==> config.mk <==
export PLATFORM = sky130hd
export DESIGN_NAME = mip_ctrl
export DESIGN_NICKNAME = d
export VERILOG_FILES = /design/src/design/mip_pkg.sv /design/src/design/mip_ctrl.sv
export SDC_FILE = /design/constraint.sdc
export NUM_CORES = 1
export LEC_CHECK = 0
export ABC_AREA = 1
export BUFFER_PORTS_ARGS = -buffer_cell sky130_fd_sc_hd__buf_2
export CAP_MARGIN = 0
export CORE_AREA = 2 2 39 41
export CTS_BUF_LIST = sky130_fd_sc_hd__clkbuf_8
export CTS_CLUSTER_SIZE = 25
export DETAILED_ROUTE_END_ITERATION = 8
export DIE_AREA = 0 0 41 43
export PLACE_DENSITY = 0.3
export SLEW_MARGIN = 5
export SYNTH_ARGS = -nofsm -noshare
export SYNTH_HDL_FRONTEND = slang
export SYNTH_SLANG_ARGS = --single-unit
==> constraint.sdc <==
create_clock -name clk -period 0.9 [get_ports clk]
set_input_delay 0.225 -clock clk [delete_from_list [all_inputs] [get_ports clk]]
set_output_delay 0.225 -clock clk [all_outputs]
set_load 0.005 [all_outputs]
==> src/design/mip_pkg.sv <==
// ----------------------------------------------------------------------------
// mip_pkg
// Shared types and constants for the rgba mipmap box downsampler.
// ----------------------------------------------------------------------------
package mip_pkg;

  localparam int MAX_DIM_DEF    = 4096;
  localparam int MAX_LEVELS_DEF = 13;

  localparam int CH_W      = 8;
  localparam int LEVEL_W   = 4;
  localparam int COORD_W   = 11;
  localparam int CFG_W     = 13;
  localparam int CFG_IDX_W = 1;
  localparam int IN_W      = 32;
  localparam int OUT_W     = 64;

  localparam logic [CFG_IDX_W-1:0] REG_WIDTH  = 1'b0;
  localparam logic [CFG_IDX_W-1:0] REG_HEIGHT = 1'b1;
  localparam logic [CFG_W-1:0]     BASE_RESET = 13'd4096;

  typedef struct packed {
    logic load;
    logic eval;
    logic acc;
    logic flush;
  } mip_cmd_t;

  typedef struct packed {
    logic stop;
    logic busy;
  } mip_sts_t;

  // lowest bits first: level, column, row, red, green, blue, alpha
  typedef struct packed {
    logic [CH_W-1:0]    alpha;
    logic [CH_W-1:0]    blue;
    logic [CH_W-1:0]    green;
    logic [CH_W-1:0]    red;
    logic [COORD_W-1:0] row;
    logic [COORD_W-1:0] column;
    logic [LEVEL_W-1:0] level;
  } mip_pix_t;

endpackage

==> src/design/mip_ctrl.sv <==
// ----------------------------------------------------------------------------
// mip_ctrl
// Sequencer: accepts an item, walks the levels, flushes the last result.
// ----------------------------------------------------------------------------
module mip_ctrl
  import mip_pkg::*;
(
  input  logic     clk,
  input  logic     rst,
  input  logic     s_tvalid,
  output logic     s_tready,
  input  mip_sts_t sts,
  output mip_cmd_t cmd
);

  typedef enum logic [1:0] {IDLE, LVL, ACC, FLUSH} state_t;

  state_t state;

  always_comb begin
    cmd       = '0;
    s_tready  = (state == IDLE);
    cmd.load  = (state == IDLE) && s_tvalid;
    cmd.eval  = (state == LVL);
    cmd.acc   = (state == ACC);
    cmd.flush = (state == FLUSH);
  end

  always_ff @(posedge clk) begin
    if (rst) begin
      state <= IDLE;
    end else begin
      case (state)
        IDLE: begin
          if (s_tvalid) state <= LVL;
        end
        LVL: begin
          state <= sts.stop ? FLUSH : ACC;
        end
        ACC: begin
          if (!sts.busy) state <= LVL;
        end
        FLUSH: begin
          if (!sts.busy) state <= IDLE;
        end
        default: state <= IDLE;
      endcase
    end
  end

endmodule

==> results.md, run 1 <==
GRT:
- The first-pass GRT wire length is 510 um.
- met4 is the most crowded layer.
- The met3 routing resource usage after global routing is under 10%.
- Global routing used under 10% of the available tracks across all layers.
- The remaining global-route overflow is 0.
- The met2 layer usage reported by global route is between 4 and 5%.
- The met1 capacity usage during global routing is about 5.1%.
- The number of global-route vias before repair is 150.
- The pin count of the biggest net entering global routing is 8.
- The number of antenna violations at the first check in global routing is 0.

STA:
- The hold slack is between 0.15 and 0.2 ns.
- Setup violations remaining at the end of the flow were counted as 5.
- The total count of hold-check failures in the final report is 0.
- The time the worst path needs with I/O delays and setup is 1.06 ns.
- In this run the tightest slew margin relative to its limit is around 93%.
- The part of the cycle the worst path needs is 117%.
- Setup repair after global routing could not meet its margin everywhere.
- The transition time at the pin with the least slew margin is around 0.11 ns.
- In the post-route analysis, the smallest setup slack over all paths is -0.157 ns.
- On the final layout, the worst clock skew is roughly 0.0018 ns.
- The total count of max-transition violations in the final report is 0.
- Timing would allow up to between 900 and 1000 MHz.

Status:
- The flow ran to the end, but the final reports show violations.
- The checks that failed: setup timing.

Placement:
- The post-placement cell area is 186 um^2.
- The quantity of I/O buffers inserted on ports is 9.
- Once placement completed, the tool counted placed cells totaling 45.
- The congestion estimate from routability-driven global placement came to 0.551.

Synthesis:
- The library cell occupying the most area in the post-synthesis netlist is dfxtp_1.
- In the post-synthesis netlist, the biggest area contributors are dfxtp_1 35%, nand2_1 23%, inv_1 13%.
- After synthesis, the mean cell area works out to around 6 um^2.
- After technology mapping, the gate count stands at 19.
- The area share of the largest cell type after synthesis is between 30% and 40%.
- The synthesized netlist occupies a cell area of about 110 um^2.
- Synthesis inferred 2 register bits.
- The sequential element share of the synthesized area is a little over a third.
- During synthesis, Yosys emitted a total of 0 warnings.
- The number of distinct standard cells referenced by the synthesized netlist is 8.
- The net count after synthesis is 24.

Route:
- The first TritonRoute pass finished after 2 iterations.
- For this block, the initial DRC count from the detailed router was 3.
- The detailed router placed around 160 vias in this run.
- In this run the remaining antenna-violating nets after routing total 0.
- After detailed routing, the number of remaining DRC violations is 0.
- The overall routed net length is 368 um.
- In the final routed layout, each cell accounts on average for 7.51 um.
- The number of vias per cell is 3.35.

Clocking:
- The clock reaches the later pin of the worst-skew pair after about 0.21 ns.
- The maximum buffer depth of the clock tree is 2.
- The TritonCTS sink count is 2.
- The cts-stage hold buffer count is 0.
- TritonCTS built the clock tree.
- The depth of the CTS H-tree is 1.
- Buffers inserted during clock tree synthesis total 3.
- Clock tree synthesis selected as its root buffer the cell clkbuf_8.
- The clock-pin slew on the worst setup and hold paths is 0.03 ns.

Setup path:
- In this design, the stage delay of the slowest critical-path cell is approximately 0.36 ns.
- The required time of the worst setup path is approximately 0.67 ns.
- In this design, the largest share of critical-path delay is due to flip-flops.
- STA classifies the critical path startpoint as a flop.
- Walking the worst path, the cells encountered are nor3_2 > buf_2.
- The count of buffering cells on the critical path with inverters included is 1.
- The slowest stage of the critical path belongs to the cell dfxtp_4.
- The worst-path maximum fanout is 5.
- The critical path runs through a total of 2 cells.
- The endpoint kind of the worst setup timing path is an output port.
- The data arrival time of the critical path is approximately 0.83 ns.
- The critical path class is reg -> out.
- The number of cells on the worst reg-to-reg path is 6.

Job:
- Across the run, the number of max-cap violations was 0.

Layout:
- The fraction of final layout cells with drive strength greater than 1 is roughly two thirds.
- Counting the fill cells in the layout gives ~160.
- The count of non-filler cells in the finished layout is 49.
- Summing all non-filler instances in the final layout gives an area of roughly 270 um^2.
- 0 antenna diodes ended up in the layout.
- The largest register by flop count is state.
- The area overhead of the layout relative to synthesis is 134%.
- For this run, the post-layout net count is 40.
- In the final layout, the registers with the most flip-flops are state (2).
- The register with the most flip-flops in the layout has 2 of them.

Floorplanning:
- The horizontal extent of the die is between 40 and 50 um.
- The die outline height is ~43 um.
- For this design the top-level I/O count stands at 10.
- The initialized floorplan defines 14 standard-cell rows.
- The initial utilization of the core area, before any placement, comes to under 10%.
- The core area is 1380 um^2.
- The die covers roughly 1800 um^2.

Min path:
- The tightest min-delay check is of the in -> reg type.
- The number of cells on the worst hold path is 2.

Pwr:
- The total power consumption of the routed design is 602 uW.
- The cell area power density is approximately 2300 nW/um^2.
- VDD sags by at most approximately 0.57 mV.
- Summed over all cells, the static leakage comes to around 0.14 nW.
final timing paths:
| check | slack, ns | from | endpoint |
|---|---|---|---|
| setup / recovery | -0.16 | state[1] | cmd[3] |
| hold / removal | 0.18 | rst | state[1] |
| setup reg to reg | 0.04 | state[1] | state[0] |
| hold reg to reg | 0.57 | state[1] | state[1] |
final cells by class:
cell class	instances	area [um^2]	share of cell area, %
inverters	4	17.5	6.57
flip-flops and latches	2	47.5	17.8
multi-input cells	13	73.8	27.7
clock buffers	3	41.3	15.5
repair buffers	11	66.3	24.9
well taps	16	20.0	7.51
cell usage after synthesis:
cell type,instances
nand2_1,7
inv_1,4
a21oi_1,2
dfxtp_1,2
nor2_1,1
nor2_2,1
nor3_1,1
o21bai_1,1
power breakdown:
| group | switching, mW | total, mW | leakage [nW] | internal (mW) |
|---|---|---|---|---|
| sequential | 0.0275 | 0.131 | 0.0178 | 0.103 |
| clock | 0.0698 | 0.353 | 0.0216 | 0.283 |
| combinational | 0.0494 | 0.119 | 0.104 | 0.0694 |
repair_timing:
action                                  4_1_cts  5_1_grt
cloned                                        0        0
endpoints found under the setup margin        5        5
resized for setup                             6        6
setup buffers                                 0        1
pin swaps                                     1        2
metrics by stage:
step / setup TNS [ns] / util (%) / setup slack [ns]
floorplan: 0 / - / 0.119
global placement: -0.0906 / 13.5 / -0.0635
detailed placement: -0.0900 / 13.5 / -0.0561
CTS: -0.771 / 17.4 / -0.166
global route: -0.880 / 19.3 / -0.198
finish: -0.690 / 19.3 / -0.157
cell families after synthesis:
| family | count (synthesis) | synth area share [%] |
|---|---|---|
| flops | 2 | 35.2 |
| buf+inv | 4 | 13.2 |
| compound gates | 3 | 15.4 |
| simple gates | 10 | 36.3 |
cell usage in the layout (no fill, tap or decap), types with 2 or more instances in the layout:
master / Yosys / final
a21oi_1: 2 / 2
buf_2: 0 / 8
buf_4: 0 / 2
clkbuf_8: 0 / 3
dfxtp_4: 0 / 2
inv_1: 4 / 2
nand2_1: 7 / 6
nor2_2: 1 / 2
per-layer routing:
| metal | vias to the layer above | wire length (um) |
|---|---|---|
| li1 | 87 | - |
| met1 | 65 | 157 |
| met2 | 10 | 140 |
| met3 | 2 | 60 |
| met4 | 0 | 10 |
| met5 | - | 0 |
Note: power is estimated with default switching activity, not from simulation.
==> run 2, diff against run 1 <==
--- a/config.mk
+++ b/config.mk
@@ -14,6 +14,7 @@
 export DETAILED_ROUTE_END_ITERATION = 8
 export DIE_AREA = 0 0 41 43
 export PLACE_DENSITY = 0.3
+export SETUP_SLACK_MARGIN = 0.1
 export SLEW_MARGIN = 5
 export SYNTH_ARGS = -nofsm -noshare
 export SYNTH_HDL_FRONTEND = slang
==> constraint.sdc (replaced) <==
create_clock -name clk -period 1.1 [get_ports clk]
set_input_delay 0.275 -clock clk [delete_from_list [all_inputs] [get_ports clk]]
set_output_delay 0.275 -clock clk [all_outputs]
set_load 0.005 [all_outputs]
==> run 2 against run 1 <==
Effect of this change: the run still ends with setup timing left; worst setup slack better by 0.16 ns; global-route usage is 0.21 points lower; critical endpoint is now cmd[2]; design area is 12% lower; combinational power is 40% lower; sequential share of layout area is 2.4 points higher; sequential cell count stayed put; power is 24% lower; largest cell class unchanged; critical path type unchanged; worst hold slack better by 0.056 ns.
==> results.md, run 2 (synthesized netlist as in run 1, its figures left out) <==
GRT:
- The first global-routing pass estimated 510 um of wire.
- For met3 alone, demand over resource in global routing was 1.57%.
- In the global route stage, met2 resource usage came out at between 4 and 5%.
- The number of global-route vias before repair was 145.
- The global routing usage summed across all routing layers is roughly 4.8%.
- The number of antenna violations at the first check in global routing came to 0.
- After global routing, the most crowded layer is met4.
- Entering global routing, the biggest net connects 8 pins.
- Global routing consumed, on the met1 layer, under 10% of the routing resources.
- The remaining global-route overflow is 0.

Setup path:
- The data arrival time of the critical path is 0.83 ns.
- The largest individual stage delay along the critical path comes from the cell dfxtp_4.
- The required time of the worst setup path is about 0.82 ns.
- STA classifies the critical path startpoint as a flop.
- The worst setup path is captured at an output port.
- The worst-path maximum fanout is 5.
- Walking the worst path, the cells encountered are inv_2 > nand2_2 > inv_1 > buf_2.
- The critical path is of the reg -> out type.
- In this design, the stage delay of the slowest critical-path cell is around 0.37 ns.

STA:
- Setup repair after global routing could not meet its margin everywhere.
- The setup total negative slack is -0.000729 ns.
- The final clock skew is around 0.0014 ns.
- The number of setup violations in the final report is 1.
- For the finished layout, the period the worst path requires is roughly 1.1 ns.
- The transition time at the pin with the least slew margin is around 0.11 ns.
- The final worst-path setup slack is -0.000729 ns.
- The maximum frequency from static timing analysis is roughly 910 MHz.
- The worst pin sits at a relative slew slack of 92.7%.
- The total count of hold-check failures in the final report is 0.
- The worst path uses 100% of the clock period.
- The total count of max-transition violations in the final report is 0.

Floorplanning:
- The floorplan step set the die width to about 40 um.
- In this run the standard cell core region covers between 1000 and 1500 um^2.
- The die outline height is about 43 um.
- The cell row count is 14.
- The die covers roughly 1800 um^2.
- The initial utilization of the core area, before any placement, comes to under 10%.
- For this design the top-level I/O count stands at 10.

Pwr:
- IR analysis of the VDD net gives a maximum drop of between 0.4 and 0.5 mV.
- The cell area power density is around 1900 nW/um^2.
- The analysis attributes to cell leakage a power of around 0.13 nW.
- Total power for the finished layout comes to 457 uW.

Placement:
- The worst slack at placement is 0.0886 ns.
- The estimated wirelength of the detail-placed design is ~250 um.
- The congestion estimate from routability-driven global placement came to 0.593.
- Buffers placed on the I/O ports in this run total 9.

Route:
- In the final routed layout, each cell accounts on average for a little over 7 um.
- The number of nets with antenna violations after routing is 0.
- The overall routed net length is 334 um.
- For this block, the via count after detailed routing is roughly 150.
- The number of vias per cell is about 3.1.
- For this block, the initial DRC count from the detailed router was 1.
- For this run, design rule violations remaining after detail routing come to 0.
- The total iterations of the first detailed-routing run is 2.

Job:
- Across the run, the number of max-cap violations was 0.

Layout:
- Of the cells placed in the final design, the portion with a size suffix greater than 1 is between 50% and 60%.
- The area overhead of the layout relative to synthesis is 107%.
- Leaving out fill and tap cells, the most frequent cells in the layout are 9 x buf_2, 6 x nand2_1, 3 x inv_1, 3 x clkbuf_8.
- The number of diodes is 0.
- Cells fill between 10% and 20% of the core in the end.
- The largest register by flop count is state.
- The net count of the finished layout is 38.
- The largest registers in the layout are state (2).
- The flip-flop count of the largest register, all copies and words added is 2.
- Leaving out fill and tap cells, the most frequent cell in the layout is buf_2.

Min path:
- The classification of the worst-slack hold path is in -> reg.

Clocking:
- The clock-pin slew on the worst setup and hold paths is 0.03 ns.
- The number of buffers inserted to repair setup after CTS is 0.
- CTS built an H-tree with a depth of 1.
- The number of clock buffers inserted by TritonCTS is 3.
- The master cell of the clock root buffer is clkbuf_8.
- The maximum buffer depth of the clock tree is 2.
- Counting every sink on the clock net gives 2.
- The later pin in the worst-skew pair is clocked with a latency of about 0.21 ns.
- TritonCTS built the clock tree.
- Buffers inserted to repair hold after CTS numbered 0.

Status:
- The flow ran to the end, but the final reports show violations.
- The checks that failed: setup timing.
## run 2: path summary, 6_finish.rpt
| path | cells after the start | endpoint | slack [ns] | from |
|---|---|---|---|---|
| setup / recovery | 4 | cmd[2] | -0.0007 | state[1] |
| hold reg to reg | 2 | state[1] | 0.53 | state[0] |
| setup reg to reg | 4 | state[0] | 0.34 | state[1] |
| hold / removal | 2 | state[1] | 0.24 | rst |
## run 2: final cells by class
| cell class | count | area [um^2] |
|---|---|---|
| clock buffers | 3 | 41.3 |
| repair buffers | 9 | 45.0 |
| inverters | 4 | 15.0 |
| well taps | 16 | 20.0 |
| fillers | 164 | 1150 |
| flip-flops and latches | 2 | 47.5 |
| multi-input cells | 13 | 66.3 |
## run 2: per-stage QoR
stage	hold WS, ns	instance area (um^2)	std cells
after global routing	0.244	235	47
after global placement	0.460	179	44
after detailed placement	0.461	179	44
final	0.238	235	47
after CTS	0.233	233	47
after floorplan	0.344	114	19
## run 2: where the power goes
| group | switching (mW) | internal, mW |
|---|---|---|
| Combinational | 0.0342 | 0.0371 |
| Sequential | 0.0185 | 0.0844 |
| Clock | 0.0517 | 0.231 |
| Total | 0.104 | 0.352 |
## run 2: what timing repair did
| action | 4_1_cts | 5_1_grt |
|---|---|---|
| gates resized for setup | 6 | 1 |
| endpoints found under the setup margin | 5 | 5 |
| pin swaps | 1 | 2 |
## run 2: layer usage
metal | wire (um) | vias up
met5 | 0 | -
met4 | 0 | 0
met3 | 45 | 0
met2 | 129 | 8
met1 | 159 | 59
li1 | - | 81
## run 2: worst max-delay path: cells and delay by family, from the launching register on
family                 cells  cell delay, ns
DFF                        1            0.37
buffers and inverters      3            0.19
and+or+nand+nor            1            0.06
